--- src/hdl/swrl_pkg.sv ---
// Shared types and constants for the sliding-window rate limiter.
// No dependencies; imported by every module of the block.
package swrl_pkg;

   localparam int TABLE_ENTRIES = 1024;
   localparam int MAX_ATTEMPTS  = 32;
   localparam int KEY_BITS      = 32;

   localparam int IDX_W   = $clog2(TABLE_ENTRIES);
   localparam int HEAD_W  = (MAX_ATTEMPTS > 1) ? $clog2(MAX_ATTEMPTS) : 1;
   localparam int CNT_W   = $clog2(MAX_ATTEMPTS + 1);
   localparam int ST_W    = $clog2(TABLE_ENTRIES * MAX_ATTEMPTS);
   localparam int TIME_W  = 48;
   localparam int WIN_W   = 32;
   localparam int LIMIT_W = 6;
   localparam int ATT_W   = 6;

   localparam logic [TIME_W-1:0] IDLE_TIMEOUT_RESET = 48'd3600000;

   typedef struct packed {
      logic [31:0]        client_key;
      logic [TIME_W-1:0]  now_ticks;
      logic [LIMIT_W-1:0] attempt_limit;
      logic [WIN_W-1:0]   window_ticks;
   } req_type;

   typedef struct packed {
      logic             allowed;
      logic [ATT_W-1:0] attempts_in_window;
      logic             new_entry;
      logic             untracked;
   } rsp_type;

   typedef struct packed {
      logic load_req;
      logic clr_ptr;
      logic inc_ptr;
      logic meta_rd;
      logic meta_clr;
      logic scan_eval;
      logic rec_eval;
      logic alloc;
      logic stamp_rd;
      logic pop;
      logic decide;
      logic untrack;
      logic rsp_load;
   } cmd_type;

   typedef struct packed {
      logic last_ptr;
      logic hit;
      logic cand_found;
      logic cnt_zero;
      logic win_ok;
      logic expire;
   } sts_type;

endpackage

--- src/hdl/swrl_ctrl.sv ---
// Controller: sequences clearing, key search, reclaim, expiry and decision.
// Depends on swrl_pkg; commands swrl_datapath.
module swrl_ctrl (
   input  logic              clock,
   input  logic              reset,
   input  logic              req_valid,
   output logic              req_stall,
   output logic              rsp_valid,
   input  logic              rsp_stall,
   input  swrl_pkg::sts_type sts,
   output swrl_pkg::cmd_type cmd
);
   import swrl_pkg::*;

   typedef enum logic [11:0] {
      ST_CLEAR  = 12'b000000000001,
      ST_IDLE   = 12'b000000000010,
      ST_S_RD   = 12'b000000000100,
      ST_S_EV   = 12'b000000001000,
      ST_S_END  = 12'b000000010000,
      ST_R_RD   = 12'b000000100000,
      ST_R_EV   = 12'b000001000000,
      ST_R_END  = 12'b000010000000,
      ST_X_RD   = 12'b000100000000,
      ST_X_EV   = 12'b001000000000,
      ST_DECIDE = 12'b010000000000,
      ST_DONE   = 12'b100000000000
   } state_type;

   state_type state_ff, state_in;
   logic      rsp_valid_ff, rsp_valid_in;
   logic      rsp_free;

   assign rsp_free  = !rsp_valid_ff || !rsp_stall;
   assign req_stall = (state_ff != ST_IDLE);
   assign rsp_valid = rsp_valid_ff;

   always_comb begin
      state_in = state_ff;
      cmd      = '0;
      unique case (state_ff)
         ST_CLEAR: begin
            cmd.meta_clr = 1'b1;
            if (sts.last_ptr) begin
               cmd.clr_ptr = 1'b1;
               state_in    = ST_IDLE;
            end else begin
               cmd.inc_ptr = 1'b1;
            end
         end
         ST_IDLE: begin
            if (req_valid) begin
               cmd.load_req = 1'b1;
               cmd.clr_ptr  = 1'b1;
               state_in     = ST_S_RD;
            end
         end
         ST_S_RD: begin
            cmd.meta_rd = 1'b1;
            state_in    = ST_S_EV;
         end
         ST_S_EV: begin
            cmd.scan_eval = 1'b1;
            if (sts.hit) begin
               state_in = ST_X_RD;
            end else if (sts.last_ptr) begin
               state_in = ST_S_END;
            end else begin
               cmd.inc_ptr = 1'b1;
               state_in    = ST_S_RD;
            end
         end
         ST_S_END: begin
            if (sts.cand_found) begin
               cmd.alloc = 1'b1;
               state_in  = ST_DECIDE;
            end else begin
               cmd.clr_ptr = 1'b1;
               state_in    = ST_R_RD;
            end
         end
         ST_R_RD: begin
            cmd.meta_rd = 1'b1;
            state_in    = ST_R_EV;
         end
         ST_R_EV: begin
            cmd.rec_eval = 1'b1;
            if (sts.last_ptr) begin
               state_in = ST_R_END;
            end else begin
               cmd.inc_ptr = 1'b1;
               state_in    = ST_R_RD;
            end
         end
         ST_R_END: begin
            if (sts.cand_found) begin
               cmd.alloc = 1'b1;
               state_in  = ST_DECIDE;
            end else begin
               cmd.untrack = 1'b1;
               state_in    = ST_DONE;
            end
         end
         ST_X_RD: begin
            if (sts.cnt_zero || !sts.win_ok) begin
               state_in = ST_DECIDE;
            end else begin
               cmd.stamp_rd = 1'b1;
               state_in     = ST_X_EV;
            end
         end
         ST_X_EV: begin
            if (sts.expire) begin
               cmd.pop  = 1'b1;
               state_in = ST_X_RD;
            end else begin
               state_in = ST_DECIDE;
            end
         end
         ST_DECIDE: begin
            cmd.decide = 1'b1;
            state_in   = ST_DONE;
         end
         ST_DONE: begin
            if (rsp_free) begin
               cmd.rsp_load = 1'b1;
               state_in     = ST_IDLE;
            end
         end
         default: begin
            state_in = ST_IDLE;
         end
      endcase
   end

   assign rsp_valid_in = cmd.rsp_load || (rsp_valid_ff && rsp_stall);

   always_ff @(posedge clock) begin
      if (reset) begin
         state_ff     <= ST_CLEAR;
         rsp_valid_ff <= 1'b0;
      end else begin
         state_ff     <= state_in;
         rsp_valid_ff <= rsp_valid_in;
      end
   end

endmodule

--- config.mk ---
export PLATFORM = sky130hd
export DESIGN_NAME = swrl_ctrl
export DESIGN_NICKNAME = d
export VERILOG_FILES = /design/src/hdl/swrl_pkg.sv /design/src/hdl/swrl_ctrl.sv
export SDC_FILE = /design/constraint.sdc
export NUM_CORES = 1
export LEC_CHECK = 0
export ABC_CLOCK_PERIOD_IN_PS = 3400
export BUFFER_PORTS_ARGS = -buffer_cell sky130_fd_sc_hd__buf_2
export CORE_UTILIZATION = 40
export CTS_BUF_LIST = sky130_fd_sc_hd__clkbuf_4 sky130_fd_sc_hd__clkbuf_8 sky130_fd_sc_hd__clkbuf_16
export DETAILED_ROUTE_END_ITERATION = 12
export GPL_TIMING_DRIVEN = 0
export SKIP_CTS_REPAIR_TIMING = 1
export SYNTH_ARGS = -nofsm -noshare
export SYNTH_HDL_FRONTEND = slang
export SYNTH_SLANG_ARGS = --single-unit
--- constraint.sdc ---
create_clock -name clock -period 3.4 [get_ports clock]
set_input_delay 0.68 -clock clock [delete_from_list [all_inputs] [get_ports clock]]
set_output_delay 0.68 -clock clock [all_outputs]
set_load 0.02 [all_outputs]
==> results of run 1 <==
cell usage in the layout, fill, tap and decap left out, types with 2 or more instances in the layout:
| cell type | instances |
|---|---|
| sky130_fd_sc_hd__o21ai_0 | 2 |
| sky130_fd_sc_hd__nor2_1 | 19 |
| sky130_fd_sc_hd__buf_6 | 2 |
| sky130_fd_sc_hd__a31oi_1 | 3 |
| sky130_fd_sc_hd__nor3_1 | 6 |
| sky130_fd_sc_hd__nand3_1 | 4 |
| sky130_fd_sc_hd__nor4_4 | 2 |
| sky130_fd_sc_hd__clkbuf_4 | 4 |
| sky130_fd_sc_hd__xnor2_1 | 2 |
| sky130_fd_sc_hd__inv_1 | 7 |
| sky130_fd_sc_hd__nor2b_1 | 2 |
| sky130_fd_sc_hd__dfxtp_1 | 13 |
| sky130_fd_sc_hd__nand3b_1 | 2 |
| sky130_fd_sc_hd__nor4b_1 | 2 |
| sky130_fd_sc_hd__nand2_1 | 6 |
| sky130_fd_sc_hd__nand2b_1 | 3 |
| sky130_fd_sc_hd__xor2_1 | 2 |
| sky130_fd_sc_hd__nand4_1 | 5 |
| sky130_fd_sc_hd__and2_1 | 2 |
| sky130_fd_sc_hd__buf_2 | 24 |
| sky130_fd_sc_hd__nand4b_1 | 2 |
power by group through the flow:
stage	Sequential, uW	Clock [uW]	Combinational [uW]
final	160	108	64.4
after global routing	160	120	72.2
after CTS	160	112	64.5
after detailed placement	164	0	64.3
after global placement	164	0	63.2
after floorplan	163	0	43.7
layout make-up:
cell class                 count  share of cell area [%]
multi-input combinational     83                    51.6
tap                           27                    3.24
sequential                    13                    24.9
buffer                         4                    3.36
timing repair buffer          24                    11.5
inverter                       7                    2.52
clock buffer                   4                    2.88
per-stage QoR:
step	area, um2	hold slack [ps]
finish	1040	461
global route	1040	509
CTS	1040	467
detailed placement	1010	455
global placement	1010	450
floorplan	860	486
worst max-delay path by stage:
stage | from | to | cells past startpoint
after global placement | state_ff[4] | cmd[3] | 5
after global routing | state_ff[2] | cmd[2] | 6
after floorplan | state_ff[4] | cmd[11] | 4
after detailed placement | state_ff[4] | cmd[2] | 6
final | state_ff[4] | cmd[2] | 6
after CTS | state_ff[4] | cmd[2] | 6
sequential cells by signal (all words and copies together) (netlist names):
name	flops
state_ff	12
rsp_valid	1
logic make-up (layout without fill, tap and decap cells):
| family | Yosys count | count (layout) | synth area share, % |
|---|---|---|---|
| buffers and inverters | 11 | 39 | 7.13 |
| AO/OA/AOI/OAI | 16 | 16 | 14.1 |
| AND/OR/NAND/NOR | 63 | 63 | 44.4 |
| flip-flops | 13 | 13 | 30.3 |
| XOR/XNOR | 4 | 4 | 4.08 |
worst max-delay path, cell delays in order, from the launching register on:
cell                       delay [ps]
sky130_fd_sc_hd__dfxtp_1          400
sky130_fd_sc_hd__nor4_4           540
sky130_fd_sc_hd__nand2_1          130
sky130_fd_sc_hd__nor3_1           370
sky130_fd_sc_hd__nand3b_1         170
sky130_fd_sc_hd__inv_1             70
sky130_fd_sc_hd__buf_2            150
metal layers:
metal	share of wire (%)	up-vias	wire length, um	track usage (%)
li1	-	448	-	-
met1	46	420	969	23.7
met2	47	25	984	31.0
met3	5.0	4	105	4.09
met4	2.1	0	44	8.82
met5	0	-	0	0
==> impl_results.md, run 1 <==
- Vias per cell: 5.54
- Final period util: 82.4%
- CTS tree: yes
- Post-DR wirelength/cell: 13.0 um
- H-tree Lvls: 1
- Netlist area before placement: 860 um2
- Clock Sinks: 13
- Asr flop ratio synth: 0%
- Area of the die: 2340 um2
- Net Sw Frac: 29.2%
- Share of Yosys cell area claimed by the top area cell type: 30.3%
- Skew-Pair Late Insertion Delay: 280 ps
- Seq/Total Area, Yosys: 30.3%
- Relative max-transition margin: 64.6%
- Syn Nets: 117
- Commonest cells in the netlist: 19 x sky130_fd_sc_hd__nor2_1, 13 x sky130_fd_sc_hd__dfxtp_1, 7 x sky130_fd_sc_hd__inv_1, 6 x sky130_fd_sc_hd__nand2_1, 6 x sky130_fd_sc_hd__nor3_1
- I/O pin total: 25
- Final-layout fill cell count: 215
- Total congestion overflow after global routing: 0
- Time the final worst path needs with I/O delays and setup: 2800 ps
- Worst Reg-to-Reg Cells: 6
- Vias after detailed routing: 897
- Fraction of final layout cells sized beyond drive strength 1: 28.9%
- Global routing usage summed across all routing layers: 18.9%
- Cells after Synth: 107
- Final weighted congestion in routability-driven placement: 0.818
- Max-slew violation count: 0
- Critical path arrival: 2120 ps
- Max frequency: 0.357 GHz
- Final antenna diode count: 0
- Int Pwr: 235 uW
- X dimension of the die: 48.4 um
- Combinational Power Share: 19.4%
- Cell with the most instances after synthesis: sky130_fd_sc_hd__nor2_1
- Sequential share of power: 48.2%
- Total Negative Setup Slacks: 0 ps
- Max-capacitance violation count: 0
- Distinct cell type count after synthesis: 40
- Antenna violations before repair: 0
- # DRC: 0
- Most common flop cell mapped by yosys: sky130_fd_sc_hd__dfxtp_1
- Sort of element at the start of the critical path: flip-flop
- Worst-Margin Slew: 527 ps
- Multi-input combinational cell area: 538 um2
- Destination of the worst hold path: rsp_valid
- Inst Count DP: 158
- Area leader, netlist: sky130_fd_sc_hd__dfxtp_1
- Largest net degree at the start of global routing: 9
- CTS buffer count: 3
- Final cell count without fillers: 162
- Mean Syn Cell Area: 8.03 um2
- Maximum net fanout on the critical path: 8
- Pwr Density: 318 nW/um2
- CP Class: flip-flop to primary output
- Leakage power: 0.000503 uW
- DRT iter0 DRCs: 19
- Total Wirelength: 2100 um
- Layout Utilization: 52.7%
- Number of buffers between clock root and the deepest sink: 2
- Hold Path Cell Cnt: 2
- Port Buffers: 24
- Path type of the worst min-delay path: flip-flop to flip-flop
- Flops & latches, synth: 13
- R2r endpoint: state_ff[5]
- Type of destination of the critical path: primary output
- Clock share of power: 32.4%
- Synthesis warning total: 0
- Floorplan Core Area: 1980 um2
- Count of endpoints failing setup in the final report: 0
- RSZ-0062 raised after global routing: no
- Starting utilization of the core area: 43.4%
- Crit Reg-Reg Startpoint: state_ff[4]
- Worst setup slack after layout: 597 ps
- Final hold violation count: 0
- Y dimension of the die: 48.4 um
- Worst slack after detailed placement: 963 ps
- Number of enable flip-flop cells after synthesis: 0
- Vias in the first global route: 780
- Final HPWL DP: 1640 um
- Status: complete, no violations
- Switching power summed over all nets: 96.8 uW
- Post-Route Skew: 3.22 ps
- Sequential cell area in the final layout: 260 um2
- Clock root buffer: sky130_fd_sc_hd__clkbuf_4
- TritonRoute pass-1 iters: 4
- DRT antenna net count: 0
- Area contributors post-synth: sky130_fd_sc_hd__dfxtp_1 30%, sky130_fd_sc_hd__nor2_1 8.3%, sky130_fd_sc_hd__nor4_4 4.9%
- Nets@finish: 146
- Floorplan row count: 16
- First-pass GRT wire length: 3460 um
- Total chip power: 332 uW
- Worst Hold Launch: rsp_valid
- Clock-pin slew on the worst setup and hold paths: 90 ps
- Data required time at the worst endpoint: 2720 ps
- Synthesis-to-layout area growth: 21.4%
- Worst reg-to-reg setup slack: 1500 ps
- Worst IR drop on VDD: 0.217 mV
Note: power is estimated with default switching activity, not from simulation.
==> inputs of run 2 (changes only) <==
--- a/config.mk
+++ b/config.mk
@@ -5,12 +5,14 @@
 export SDC_FILE = /design/constraint.sdc
 export NUM_CORES = 1
 export LEC_CHECK = 0
-export ABC_CLOCK_PERIOD_IN_PS = 3400
+export ABC_AREA = 1
+export ABC_CLOCK_PERIOD_IN_PS = 2350
 export BUFFER_PORTS_ARGS = -buffer_cell sky130_fd_sc_hd__buf_2
 export CORE_UTILIZATION = 40
 export CTS_BUF_LIST = sky130_fd_sc_hd__clkbuf_4 sky130_fd_sc_hd__clkbuf_8 sky130_fd_sc_hd__clkbuf_16
 export DETAILED_ROUTE_END_ITERATION = 12
 export GPL_TIMING_DRIVEN = 0
+export PLACE_DENSITY = 0.66
 export SKIP_CTS_REPAIR_TIMING = 1
 export SYNTH_ARGS = -nofsm -noshare
 export SYNTH_HDL_FRONTEND = slang
==> constraint.sdc (replaced) <==
create_clock -name clock -period 2.35 [get_ports clock]
set_input_delay 0.47 -clock clock [delete_from_list [all_inputs] [get_ports clock]]
set_output_delay 0.47 -clock clock [all_outputs]
set_load 0.02 [all_outputs]
==> run 2 against run 1 <==
  * Core utilization down 1.3 points
  * Non-clock buffer count fell by 3
  * Sequential share of layout area fell by 2.5 points
  * Via count grew 3.5%
  * Power is 60% higher
  * Combinational power increased by 120%
  * Critical path depth is 2 higher
==> impl_results.md, run 2 <==
- Worst setup slack after layout: 236 ps
- H-tree Lvls: 1
- Number of enable flip-flop cells after synthesis: 0
- Status: complete, no violations
- Skew-Pair Late Insertion Delay: 280 ps
- Area contributors post-synth: sky130_fd_sc_hd__dfxtp_1 27%, sky130_fd_sc_hd__nand2_1 14%, sky130_fd_sc_hd__inv_1 10%
- Area of the die: 2630 um2
- I/O pin total: 25
- Max-capacitance violation count: 0
- Time the final worst path needs with I/O delays and setup: 2110 ps
- Path type of the worst min-delay path: input port to flip-flop
- Total Negative Setup Slacks: 0 ps
- Inst Count DP: 197
- Final-layout fill cell count: 242
- Most common flop cell mapped by yosys: sky130_fd_sc_hd__dfxtp_1
- Y dimension of the die: 51.3 um
- Syn Nets: 155
- Worst slack after detailed placement: 550 ps
- Distinct cell type count after synthesis: 23
- Port Buffers: 24
- CTS buffer count: 3
- Final cell count without fillers: 201
- Vias in the first global route: 862
- Fraction of final layout cells sized beyond drive strength 1: 34.1%
- Commonest cells in the netlist: 35 x sky130_fd_sc_hd__nand2_1, 27 x sky130_fd_sc_hd__inv_1, 19 x sky130_fd_sc_hd__nor2_1, 13 x sky130_fd_sc_hd__dfxtp_1, 8 x sky130_fd_sc_hd__nor2_2
- Starting utilization of the core area: 43.1%
- Critical path arrival: 1640 ps
- DRT met1 WL: 981 um
- Cells along the critical path: nor2_2 -> nand2_4 -> nor2_2 -> nand2_1 -> inv_2 -> nand2_1 -> nand3_1 -> buf_2
- Cells after Synth: 145
- Number of buffers between clock root and the deepest sink: 2
- Layout Utilization: 51.3%
- Worst IR drop on VDD: 0.329 mV
- Clock Sinks: 13
- Vias per cell: 4.62
- CTS tree: yes
- # DRC: 0
- Worst-Margin Slew: 506 ps
- Floorplan Core Area: 2250 um2
- Hold Path Cell Cnt: 2
- X dimension of the die: 51.3 um
- Final antenna diode count: 0
- Max-slew violation count: 0
- Nets@finish: 184
- Worst reg-to-reg setup slack: 990 ps
- Clock-pin slew on the worst setup and hold paths: 90 ps
- Stage delay of the slowest cell on the critical path: 330 ps
- R2r endpoint: state_ff[2]
- Worst Hold Launch: sts[4]
- Total Wirelength: 2110 um
- Multi-input combinational cell area: 591 um2
- Leakage power: 0.000626 uW
- Netlist area before placement: 972 um2
- Maximum net fanout on the critical path: 6
- Final HPWL DP: 1780 um
- Asr flop ratio synth: 0%
- Worst Reg-to-Reg Cells: 8
- CP Class: flip-flop to primary output
- Data required time at the worst endpoint: 1880 ps
- Reg with most FFs: state_ff
- Sequential cell area in the final layout: 260 um2
- Area leader, netlist: sky130_fd_sc_hd__dfxtp_1
- Destination of the worst hold path: state_ff[4]
- Seq/Total Area, Yosys: 26.8%
- Max frequency: 0.473 GHz
- Synthesis warning total: 0
- First-pass GRT wire length: 3700 um
- Sort of element at the start of the critical path: flip-flop
- Metal3 WL: 71 um
- Number of flip-flops under the largest register name: 12
- Global routing usage summed across all routing layers: 19.2%
- Pwr Density: 459 nW/um2
- RSZ-0062 raised after global routing: no
- Most common cell after layout, fill and taps aside: sky130_fd_sc_hd__nand2_1
- Crit Reg-Reg Startpoint: state_ff[2]
- TritonRoute pass-1 iters: 4
- Mean Syn Cell Area: 6.70 um2
- Relative max-transition margin: 66.3%
- Largest net degree at the start of global routing: 11
- Antenna violations before repair: 0
- Final weighted congestion in routability-driven placement: 0.833
- Vias after detailed routing: 928
- Type of destination of the critical path: primary output
- Final period util: 90.0%
- Post-DR wirelength/cell: 10.5 um
- Count of endpoints failing setup in the final report: 0
- Wire length on met2: 984 um
- Most used cells in the layout excluding fill and tap cells: 35 x sky130_fd_sc_hd__nand2_1, 27 x sky130_fd_sc_hd__inv_1, 24 x sky130_fd_sc_hd__buf_2
- Clock root buffer: sky130_fd_sc_hd__clkbuf_4
- Final hold violation count: 0
- Cell at the slowest stage of the critical path: sky130_fd_sc_hd__dfxtp_1
- Total congestion overflow after global routing: 0
- Synthesis-to-layout area growth: 19.0%
- Flops & latches, synth: 13
- DRT antenna net count: 0
- DRT iter0 DRCs: 14
- Floorplan row count: 17
- Top Metal Used: met4
- Post-Route Skew: 6.73 ps
- Cell with the most instances after synthesis: sky130_fd_sc_hd__nand2_1
- Share of Yosys cell area claimed by the top area cell type: 26.8%
[run 2: cell count changes after synthesis, sizes merged, moves of 3 or more]
cell	previous run	this run
a31oi	3	0
buf	3	0
inv	7	30
nand3	4	11
a21oi	1	4
nand2b	3	0
nand4	6	0
nor2	19	33
nand2	6	40
[run 2: worst max-delay path by stage]
stage,from,end,slack [ps],cells past startpoint
4_1_cts,state_ff[2],cmd[10],230,8
6_report,state_ff[2],cmd[10],240,8
2_1_floorplan,state_ff[11],cmd[11],510,5
3_3_place_gp,state_ff[2],cmd[10],570,8
3_5_place_dp,state_ff[2],cmd[10],550,8
5_1_grt,state_ff[2],cmd[10],90,8
[run 2: metrics by stage]
stage          cell area, um2  hold WS [ps]  total power (uW)
4_1_cts                  1160           404               537
5_1_grt                  1160           413               563
3_3_place_gp             1130           469               379
2_1_floorplan             972           546               346
6_report                 1160           419               531
3_5_place_dp             1130           477               380
[run 2: cell families (layout without fill, tap and decap cells)]
group	count (synthesis)	in the layout	synth area share, %
AO/OA/AOI/OAI	7	7	5.15
buffers and inverters	32	60	12.5
flip-flops	13	13	26.8
AND/OR/NAND/NOR	93	93	55.6
[run 2: layout make-up]
cell class / instances / area share, %
sequential: 13 / 22.5
clock buffer: 4 / 2.59
inverter: 31 / 10.2
multi-input combinational: 100 / 51.0
timing repair buffer: 24 / 10.4
buffer: 1 / 0.324
tap: 28 / 3.03
[run 2: where the power goes]
part | internal [uW] | switching, uW | total (uW)
Clock | 77.3 | 78.9 | 156
Combinational | 48.1 | 92.7 | 141
Sequential | 227 | 6.32 | 234
[run 2: worst max-delay path: cells and delay by family, from the launching register on]
| kind | cells | cell delay [ps] |
|---|---|---|
| buf+inv | 2 | 230 |
| flops | 1 | 330 |
| simple gates | 6 | 810 |
[run 2: per-layer routing]
| metal | up-vias | track usage (%) |
|---|---|---|
| met4 | 0 | 12.2 |
| met5 | - | 0 |
| li1 | 497 | - |
| met3 | 8 | 3.27 |
| met2 | 20 | 29.8 |
| met1 | 403 | 24.5 |
